### src/hdl/dzoc_pkg.sv
`default_nettype none
package dzoc_pkg;

	localparam int ZONE_COUNT  = 3;
	localparam int DEPTH_W     = 16;
	localparam int SUM_W       = 32;
	localparam int CNT_W       = 19;
	localparam int IMG_W       = 11;
	localparam int POS_W       = 13;
	localparam int CFG_ADDR_W  = 2;
	localparam int CFG_DATA_W  = 16;
	localparam int REM_W       = CNT_W + 1;
	localparam int STEP_W      = $clog2(SUM_W);
	localparam int RECIP_W     = 10;
	localparam int RECIP_SHIFT = 11;
	localparam logic [RECIP_W-1:0] RECIP_3 = 10'd683;
	localparam int QUEUE_DEPTH = 2;
	localparam int Q_PTR_W     = $clog2(QUEUE_DEPTH);
	localparam int Q_CNT_W     = $clog2(QUEUE_DEPTH + 1);

	localparam logic [1:0] ZONE_LEFT  = 2'd0;
	localparam logic [1:0] ZONE_FRONT = 2'd1;
	localparam logic [1:0] ZONE_RIGHT = 2'd2;

	typedef enum logic [CFG_ADDR_W-1:0] {
		REG_IMAGE_WIDTH    = 2'd0,
		REG_MIN_VALID      = 2'd1,
		REG_MAX_VALID      = 2'd2,
		REG_NEAR_THRESHOLD = 2'd3
	} cfg_reg_t;

	typedef enum logic [1:0] {
		CODE_CLEAR = 2'd0,
		CODE_FRONT = 2'd1,
		CODE_LEFT  = 2'd2,
		CODE_RIGHT = 2'd3
	} zone_code_t;

	typedef logic [SUM_W-1:0] sum_t;
	typedef logic [CNT_W-1:0] cnt_t;
	typedef logic [DEPTH_W-1:0] depth_t;

	typedef struct packed {
		sum_t [ZONE_COUNT-1:0] sum;
		cnt_t [ZONE_COUNT-1:0] cnt;
	} frame_acc_t;

	typedef struct packed {
		logic [IMG_W-1:0] image_width;
		depth_t           min_valid;
		depth_t           max_valid;
		depth_t           near_threshold;
	} cfg_t;

endpackage
`default_nettype wire

### src/hdl/dzoc_front.sv
`default_nettype none
module dzoc_front #(
	parameter int MAX_WIDTH = 1024
) (
	input  wire logic               clk,
	input  wire logic               arst_n,
	input  wire dzoc_pkg::cfg_t     cfg,
	input  wire logic               take,
	input  wire dzoc_pkg::depth_t   depth_mm,
	input  wire logic               frame_end,
	output logic                    pend,
	output logic                    snap_push,
	output dzoc_pkg::frame_acc_t    snap
);
	import dzoc_pkg::*;

	localparam int CW = (MAX_WIDTH > 1) ? $clog2(MAX_WIDTH) : 1;
	localparam int PROD_W = POS_W + RECIP_W;

	logic [CW-1:0]     col_q;
	logic [POS_W-1:0]  img_ext, max_ext, w_eff, zw, b2, b3, col_ext, col_inc;
	logic [PROD_W-1:0] prod;
	logic              in_zone, in_window;
	logic [1:0]        zone;

	logic              valid_s1, last_s1, add_s1;
	logic [1:0]        zone_s1;
	depth_t            depth_s1;

	frame_acc_t        acc_q, acc_upd;
	logic [SUM_W:0]    sum_add;

	always_comb begin
		img_ext = POS_W'(cfg.image_width);
		max_ext = POS_W'(MAX_WIDTH);
		w_eff   = (img_ext > max_ext) ? max_ext : img_ext;
		prod    = PROD_W'(w_eff) * PROD_W'(RECIP_3);
		zw      = POS_W'(prod >> RECIP_SHIFT);
		b2      = zw + zw;
		b3      = b2 + zw;
		col_ext = POS_W'(col_q);
		col_inc = col_ext + POS_W'(1);
		in_zone = 1'b1;
		zone    = ZONE_LEFT;
		if (zw == '0) begin
			in_zone = 1'b0;
		end else if (col_ext < zw) begin
			zone = ZONE_LEFT;
		end else if (col_ext < b2) begin
			zone = ZONE_FRONT;
		end else if (col_ext < b3) begin
			zone = ZONE_RIGHT;
		end else begin
			in_zone = 1'b0;
		end
		in_window = (depth_mm > cfg.min_valid) && (depth_mm < cfg.max_valid);
	end

	always_ff @(posedge clk or negedge arst_n) begin
		if (!arst_n) begin
			col_q    <= '0;
			valid_s1 <= 1'b0;
		end else begin
			valid_s1 <= take;
			if (take) begin
				if (frame_end || (col_inc >= w_eff)) begin
					col_q <= '0;
				end else begin
					col_q <= CW'(col_inc);
				end
			end
		end
	end

	always_ff @(posedge clk) begin
		if (take) begin
			depth_s1 <= depth_mm;
			add_s1   <= in_zone && in_window;
			zone_s1  <= zone;
			last_s1  <= frame_end;
		end
	end

	always_comb begin
		acc_upd = acc_q;
		sum_add = '0;
		for (int z = 0; z < ZONE_COUNT; z++) begin
			if (add_s1 && (zone_s1 == 2'(z))) begin
				sum_add = {1'b0, acc_q.sum[z]} + (SUM_W + 1)'(depth_s1);
				acc_upd.sum[z] = sum_add[SUM_W] ? '1 : sum_add[SUM_W-1:0];
				if (acc_q.cnt[z] != '1) begin
					acc_upd.cnt[z] = acc_q.cnt[z] + CNT_W'(1);
				end
			end
		end
	end

	always_ff @(posedge clk or negedge arst_n) begin
		if (!arst_n) begin
			acc_q <= '0;
		end else if (valid_s1) begin
			acc_q <= last_s1 ? '0 : acc_upd;
		end
	end

	assign pend      = valid_s1 && last_s1;
	assign snap_push = valid_s1 && last_s1;
	assign snap      = acc_upd;

endmodule
`default_nettype wire

### src/hdl/dzoc_queue.sv
`default_nettype none
module dzoc_queue (
	input  wire logic                          clk,
	input  wire logic                          arst_n,
	input  wire logic                          wr,
	input  wire dzoc_pkg::frame_acc_t          din,
	input  wire logic                          rd,
	output dzoc_pkg::frame_acc_t               head,
	output logic                               nonempty,
	output logic [dzoc_pkg::Q_CNT_W-1:0]       count
);
	import dzoc_pkg::*;

	frame_acc_t         mem_q [QUEUE_DEPTH];
	logic [Q_PTR_W-1:0] wr_ptr_q, rd_ptr_q;
	logic [Q_CNT_W-1:0] count_q;

	always_ff @(posedge clk) begin
		if (wr) begin
			mem_q[wr_ptr_q] <= din;
		end
	end

	always_ff @(posedge clk or negedge arst_n) begin
		if (!arst_n) begin
			wr_ptr_q <= '0;
			rd_ptr_q <= '0;
			count_q  <= '0;
		end else begin
			if (wr) begin
				wr_ptr_q <= (wr_ptr_q == Q_PTR_W'(QUEUE_DEPTH - 1)) ? '0 : wr_ptr_q + 1'b1;
			end
			if (rd) begin
				rd_ptr_q <= (rd_ptr_q == Q_PTR_W'(QUEUE_DEPTH - 1)) ? '0 : rd_ptr_q + 1'b1;
			end
			if (wr && !rd) begin
				count_q <= count_q + 1'b1;
			end else if (rd && !wr) begin
				count_q <= count_q - 1'b1;
			end
		end
	end

	assign head     = mem_q[rd_ptr_q];
	assign nonempty = (count_q != '0);
	assign count    = count_q;

endmodule
`default_nettype wire

### src/hdl/dzoc_back.sv
`default_nettype none
module dzoc_back (
	input  wire logic                clk,
	input  wire logic                arst_n,
	input  wire dzoc_pkg::depth_t    near_threshold,
	input  wire logic                q_valid,
	input  wire dzoc_pkg::frame_acc_t q_head,
	output logic                     q_pop,
	input  wire logic                pop,
	output logic                     empty,
	output logic [1:0]               zone_code,
	output dzoc_pkg::depth_t         left_mean,
	output dzoc_pkg::depth_t         front_mean,
	output dzoc_pkg::depth_t         right_mean,
	output logic                     left_seen,
	output logic                     front_seen,
	output logic                     right_seen
);
	import dzoc_pkg::*;

	typedef enum logic [1:0] {
		ST_IDLE,
		ST_DIV,
		ST_FIN
	} state_t;

	state_t                      state_q;
	logic                        out_valid_q;
	logic [1:0]                  zone_q, zone_nx;
	logic [STEP_W-1:0]           step_q;
	sum_t                        dvd_q, dvd_nx;
	logic [REM_W-1:0]            rem_q, trial, rem_nx;
	cnt_t                        divisor_q;
	logic [REM_W:0]              diff;
	logic                        qbit;
	depth_t                      clamp;
	depth_t [ZONE_COUNT-1:0]     mean_q, mean_show;
	logic [ZONE_COUNT-1:0]       seen;
	zone_code_t                  code;
	logic                        out_free, out_take;

	always_comb begin
		trial   = {rem_q[REM_W-2:0], dvd_q[SUM_W-1]};
		diff    = {1'b0, trial} - (REM_W + 1)'(divisor_q);
		qbit    = !diff[REM_W];
		rem_nx  = qbit ? diff[REM_W-1:0] : trial;
		dvd_nx  = {dvd_q[SUM_W-2:0], qbit};
		clamp   = (|dvd_nx[SUM_W-1:DEPTH_W]) ? '1 : dvd_nx[DEPTH_W-1:0];
		zone_nx = zone_q + 2'd1;
		for (int z = 0; z < ZONE_COUNT; z++) begin
			seen[z]      = (q_head.cnt[z] != '0);
			mean_show[z] = seen[z] ? mean_q[z] : '0;
		end
		if (seen[ZONE_FRONT] && (mean_show[ZONE_FRONT] < near_threshold)) begin
			code = CODE_FRONT;
		end else if (seen[ZONE_LEFT] && (mean_show[ZONE_LEFT] < near_threshold)) begin
			code = CODE_LEFT;
		end else if (seen[ZONE_RIGHT] && (mean_show[ZONE_RIGHT] < near_threshold)) begin
			code = CODE_RIGHT;
		end else begin
			code = CODE_CLEAR;
		end
	end

	assign out_take = pop && out_valid_q;
	assign out_free = !out_valid_q || pop;
	assign q_pop    = (state_q == ST_FIN) && out_free;
	assign empty    = !out_valid_q;

	always_ff @(posedge clk or negedge arst_n) begin
		if (!arst_n) begin
			state_q     <= ST_IDLE;
			out_valid_q <= 1'b0;
			zone_q      <= ZONE_LEFT;
			step_q      <= '0;
			dvd_q       <= '0;
			rem_q       <= '0;
			divisor_q   <= '0;
			mean_q      <= '0;
			zone_code   <= CODE_CLEAR;
			left_mean   <= '0;
			front_mean  <= '0;
			right_mean  <= '0;
			left_seen   <= 1'b0;
			front_seen  <= 1'b0;
			right_seen  <= 1'b0;
		end else begin
			if (out_take && !q_pop) begin
				out_valid_q <= 1'b0;
			end
			case (state_q)
				ST_IDLE: begin
					if (q_valid) begin
						zone_q    <= ZONE_LEFT;
						dvd_q     <= q_head.sum[ZONE_LEFT];
						divisor_q <= q_head.cnt[ZONE_LEFT];
						rem_q     <= '0;
						step_q    <= STEP_W'(SUM_W - 1);
						state_q   <= ST_DIV;
					end
				end
				ST_DIV: begin
					if (step_q != '0) begin
						dvd_q  <= dvd_nx;
						rem_q  <= rem_nx;
						step_q <= step_q - 1'b1;
					end else begin
						mean_q[zone_q] <= clamp;
						if (zone_q == ZONE_RIGHT) begin
							state_q <= ST_FIN;
						end else begin
							zone_q    <= zone_nx;
							dvd_q     <= q_head.sum[zone_nx];
							divisor_q <= q_head.cnt[zone_nx];
							rem_q     <= '0;
							step_q    <= STEP_W'(SUM_W - 1);
						end
					end
				end
				ST_FIN: begin
					if (out_free) begin
						out_valid_q <= 1'b1;
						zone_code   <= code;
						left_mean   <= mean_show[ZONE_LEFT];
						front_mean  <= mean_show[ZONE_FRONT];
						right_mean  <= mean_show[ZONE_RIGHT];
						left_seen   <= seen[ZONE_LEFT];
						front_seen  <= seen[ZONE_FRONT];
						right_seen  <= seen[ZONE_RIGHT];
						state_q     <= ST_IDLE;
					end
				end
				default: begin
					state_q <= ST_IDLE;
				end
			endcase
		end
	end

endmodule
`default_nettype wire

### src/hdl/depth_zone_obstacle_classifier_unit.sv
// Pixels: one word accepted per cycle while full is low; full rises while the two-entry frame
// queue, counting a frame end still in the accumulate stage, has no free entry.
// Frame result: the frame-end word passes the accumulate stage and the frame queue; the back end
// then loads each zone in turn into the shared 1-bit-per-cycle divider for the three zone means and
// registers the outputs, taking no new frame until the output register is free for this one.
// Reset (arst_n low, asynchronous): registers to 640/50/10000/800, counters, sums and queue clear.
`default_nettype none
module depth_zone_obstacle_classifier_unit #(
	parameter int MAX_WIDTH = 1024
) (
	input  wire logic                              clk,
	input  wire logic                              arst_n,
	input  wire logic                              cfg_we,
	input  wire logic [dzoc_pkg::CFG_ADDR_W-1:0]   cfg_addr,
	input  wire logic [dzoc_pkg::CFG_DATA_W-1:0]   cfg_wdata,
	input  wire logic                              push,
	output logic                                   full,
	input  wire logic [15:0]                       depth_mm,
	input  wire logic                              frame_end,
	output logic                                   empty,
	input  wire logic                              pop,
	output logic [1:0]                             zone_code,
	output logic [15:0]                            left_mean,
	output logic [15:0]                            front_mean,
	output logic [15:0]                            right_mean,
	output logic                                   left_seen,
	output logic                                   front_seen,
	output logic                                   right_seen
);
	import dzoc_pkg::*;

	cfg_t               cfg_q;
	logic               take, pend, snap_push, q_valid, q_pop;
	frame_acc_t         snap, q_head;
	logic [Q_CNT_W-1:0] q_count;
	logic [Q_CNT_W:0]   q_load;

	always_ff @(posedge clk or negedge arst_n) begin
		if (!arst_n) begin
			cfg_q.image_width    <= IMG_W'(640);
			cfg_q.min_valid      <= DEPTH_W'(50);
			cfg_q.max_valid      <= DEPTH_W'(10000);
			cfg_q.near_threshold <= DEPTH_W'(800);
		end else if (cfg_we) begin
			case (cfg_reg_t'(cfg_addr))
				REG_IMAGE_WIDTH:    cfg_q.image_width    <= cfg_wdata[IMG_W-1:0];
				REG_MIN_VALID:      cfg_q.min_valid      <= cfg_wdata;
				REG_MAX_VALID:      cfg_q.max_valid      <= cfg_wdata;
				REG_NEAR_THRESHOLD: cfg_q.near_threshold <= cfg_wdata;
				default: begin
				end
			endcase
		end
	end

	assign q_load = (Q_CNT_W + 1)'(q_count) + (Q_CNT_W + 1)'(pend);
	assign full   = (q_load >= (Q_CNT_W + 1)'(QUEUE_DEPTH));
	assign take   = push && !full;

	dzoc_front #(
		.MAX_WIDTH(MAX_WIDTH)
	) u_front (
		.clk       (clk),
		.arst_n    (arst_n),
		.cfg       (cfg_q),
		.take      (take),
		.depth_mm  (depth_mm),
		.frame_end (frame_end),
		.pend      (pend),
		.snap_push (snap_push),
		.snap      (snap)
	);

	dzoc_queue u_queue (
		.clk      (clk),
		.arst_n   (arst_n),
		.wr       (snap_push),
		.din      (snap),
		.rd       (q_pop),
		.head     (q_head),
		.nonempty (q_valid),
		.count    (q_count)
	);

	dzoc_back u_back (
		.clk            (clk),
		.arst_n         (arst_n),
		.near_threshold (cfg_q.near_threshold),
		.q_valid        (q_valid),
		.q_head         (q_head),
		.q_pop          (q_pop),
		.pop            (pop),
		.empty          (empty),
		.zone_code      (zone_code),
		.left_mean      (left_mean),
		.front_mean     (front_mean),
		.right_mean     (right_mean),
		.left_seen      (left_seen),
		.front_seen     (front_seen),
		.right_seen     (right_seen)
	);

endmodule
`default_nettype wire
### config.mk
export PLATFORM = sky130hd
export DESIGN_NAME = depth_zone_obstacle_classifier_unit
export DESIGN_NICKNAME = d
export VERILOG_FILES = /design/src/hdl/dzoc_pkg.sv /design/src/hdl/dzoc_front.sv /design/src/hdl/dzoc_queue.sv /design/src/hdl/dzoc_back.sv /design/src/hdl/depth_zone_obstacle_classifier_unit.sv
export SDC_FILE = /design/constraint.sdc
export NUM_CORES = 2
export LEC_CHECK = 0
export BUFFER_PORTS_ARGS = -buffer_cell sky130_fd_sc_hd__buf_4
export CAP_MARGIN = 20
export CORE_UTILIZATION = 35
export CTS_CLUSTER_DIAMETER = 150
export CTS_CLUSTER_SIZE = 40
export DETAILED_ROUTE_END_ITERATION = 6
export PLACE_DENSITY = 0.53
export SLEW_MARGIN = 20
export SYNTH_ARGS = -nofsm -noshare
export SYNTH_HDL_FRONTEND = slang
export SYNTH_SLANG_ARGS = --single-unit
### constraint.sdc
create_clock -name clk -period 9.03 [get_ports clk]
set_input_delay 1.806 -clock clk [delete_from_list [all_inputs] [get_ports clk]]
set_output_delay 1.806 -clock clk [all_outputs]
set_load 0.02 [all_outputs]
==> metrics <==
dominant combinational cell family by area after synthesis compound AO/OA/AOI/OAI gates; DR WL/cell a little over 20 um; MaxCap Viol Count 0; Worst EP required ~9.5 ns; sequential area share after synthesis 48.8%; ys async rst share a little under three fifths; GR Layer Usage met1 25.4%; final setup violation count 0; Post-synth top cells dfrtp_1, edfxtp_1, nor2_1; synthesized area per cell 10.9 um^2; first drt pass iteration count 5; fmax around 120 MHz; Synth Net Count 4,105; Final WS setup approximately 0.56 ns; Clock Skew 0.0390 ns; RSZ-0062 raised after global routing no; number of port buffers 94; Slew HR 29.2%; M2 GR Usage roughly 30%; compound-gate portion of the synthesized area 14.2%; vias in the first global route 27.7k; pre-CTS WS 0.468 ns; Final Instance Area roughly 44,000 um^2; worst hold start u_back.divisor_q[11]; Worst path slowest cell fa_1; cell mode on critical path inv_1; Post-Place Cells 5,256; synthesized flop and latch total 734; clock latency on the worst-skew pair about 0.63 ns; post-CTS setup buffer count 0; yosys warns 0; CTS buffer count 22; Hold Fails Final Rpt 0; synth top area cells dfrtp_1, edfxtp_1, ha_1, mux2_2, mux2i_1; Worst Hold Class flop to flop; Finished Layout Cells between 5k and 6k; VDD IR max slightly below 0.6 mV; die height between 300 and 400 um; crit share post-route 93.8%; setup TNS 0 ns; initial DRC count 1,858; CP endpoint kind flop; post-CTS sizing 0; number of synthesized flops with an enable pin roughly 330; R2R Path Start cfg_q[58]; IO Pins 95; Starting Density a little over a third; leakage power approximately 19 nW; Main synth FF type dfrtp_1; status complete, no violations; Simple-Gate Fraction of Synth Area 12.1%; largest fanout on the critical path 10; dpl cell area roughly 43,000 um^2; CTS tree built; largest net degree at the start of global routing 134; most common cell in the netlist dfrtp_1; most used routing layer in global routing met2; Root Driver clkbuf_16; post-route minimum period approximately 8.5 ns; worst path arrival time between 8 and 9 ns; post-DP HPWL 77.4 mm; Util after Layout 38.0%; crit path launch cfg_q[58]; Mapped Cells approximately 3.8k; max-slew violations 0; mean number of vias per cell 5.33; Final Routed Wirelength 108 mm; hold_buf cts 0; Routed Antenna Nets 0; area share of fa/ha/maj cells after synthesis under 10%; core area around 120,000 um^2; Max clock buf depth 3; RD Place Congestion just over 0.8; Cell variety after synth 95; fill count between 10k and 15k; gr ovfl total 0; total track usage ~18%; CP Class flop to flop; post-synth top area share between 20% and 30%; XOR/XNOR share of the synthesized area under 10%; Worst-path clk slew roughly 0.15 ns; first-pass GRT wire length around 170 mm; clk sinks between 700 and 800; via count between 20k and 30k; Post-layout nets between 4k and 5k; CP peak stage delay about 0.52 ns; mux contribution to synthesized area between 8 and 9%; met3 Use GR roughly 1.6%; Mapped Area 41,000 um^2; Slew @ Worst Pin approximately 1.1 ns; antenna violations before repair 1; crit path launch type flop; Design Power ~9.6 mW; area leader, netlist dfrtp_1; area delta synth->final 7.54%; DRC 0; layout cells sized above 1 a little under an eighth; worst hold margin 0.500 ns; site row count about 130; Die W between 300 and 400 um; H-tree depth 1; PwrDens ~220 nW/um^2; die area roughly 120,000 um^2
## per-layer routing
metal  vias up  wire length [um]  part of all wire (%)
li1      13700                 -                     -
met1     14000             50700                    47
met2       454             51300                    47
met3        91              3840                   3.6
met4         0              2280                   2.1
met5         -                 0                     0
## cell type report
type	instances	area (um^2)	area share [%]
tap	1524	1910	4.32
inverter	215	813	1.84
multi-input combinational	2635	19500	44.3
clock inverter	1	30.0	0.0681
clock buffer	39	646	1.46
antenna	1	2.50	0.00567
timing repair buffer	148	1140	2.59
sequential	734	20000	45.4
## critical path, delay by kind of cell, from the launching register on
family / cells / cell delay [ns]
XOR/XNOR: 2 / 0.45
AND/OR/NAND/NOR: 5 / 1.04
adder cells (fa/ha/maj): 8 / 3.30
flip-flops: 1 / 0.48
AO/OA/AOI/OAI: 12 / 2.27
buffers and inverters: 8 / 0.78
## final timing paths
path	to	slack (ns)	depth (start not counted)
min in group asynchronous	u_front.acc_q[9]	1.16	1
setup / recovery	u_front.zone_s1[1]	0.56	35
hold reg to reg	u_back.divisor_q[11]	0.50	2
setup reg to reg	u_front.zone_s1[1]	0.56	35
max in group asynchronous	cfg_q[58]	5.95	3
hold / removal	u_back.divisor_q[11]	0.50	2
## flip-flops by register name, summed over array words and instances, names as in the netlist, 5 cells and up
name / cells
cfg_q: 59
u_back.mean_q: 48
u_front.acc_q: 153
u_back.dvd_q: 32
u_back.step_q: 5
u_back.divisor_q: 19
u_front.col_q: 10
u_front.depth_s1: 16
u_back.right_mean: 16
u_back.rem_q: 19
u_queue.mem_q: 306
u_back.left_mean: 16
u_back.front_mean: 16
## report_power, final
group / internal [mW] / switching, mW / leakage [nW] / total [mW]
Clock: 0.503 / 1.02 / 0.320 / 1.52
Combinational: 1.97 / 2.56 / 11.1 / 4.53
Sequential: 3.54 / 0.0359 / 7.64 / 3.57
Total: 6.01 / 3.61 / 19.0 / 9.62
## cell families after synthesis
group / after synthesis
xor+xnor: 144
flops: 734
fa+ha+maj: 301
simple gates: 1028
buf+inv: 397
compound gates: 856
mux: 306
## layout by cell type, fill, tap and decap left out, types with 44 or more instances in the layout
| master | n |
|---|---|
| a22o_1 | 63 |
| mux2_2 | 162 |
| xor2_1 | 52 |
| a31oi_1 | 44 |
| edfxtp_1 | 326 |
| a21oi_1 | 226 |
| nor3_1 | 77 |
| buf_4 | 145 |
| nand2_1 | 261 |
| ha_1 | 268 |
| nor2b_1 | 65 |
| xnor2_1 | 90 |
| o21ai_0 | 135 |
| nand3_1 | 90 |
| nor2_1 | 281 |
| dfrtp_1 | 392 |
| and3_1 | 58 |
| o21a_1 | 45 |
| mux2i_1 | 132 |
| o22ai_1 | 46 |
| inv_1 | 206 |
Power figures use the tool's default switching activity.
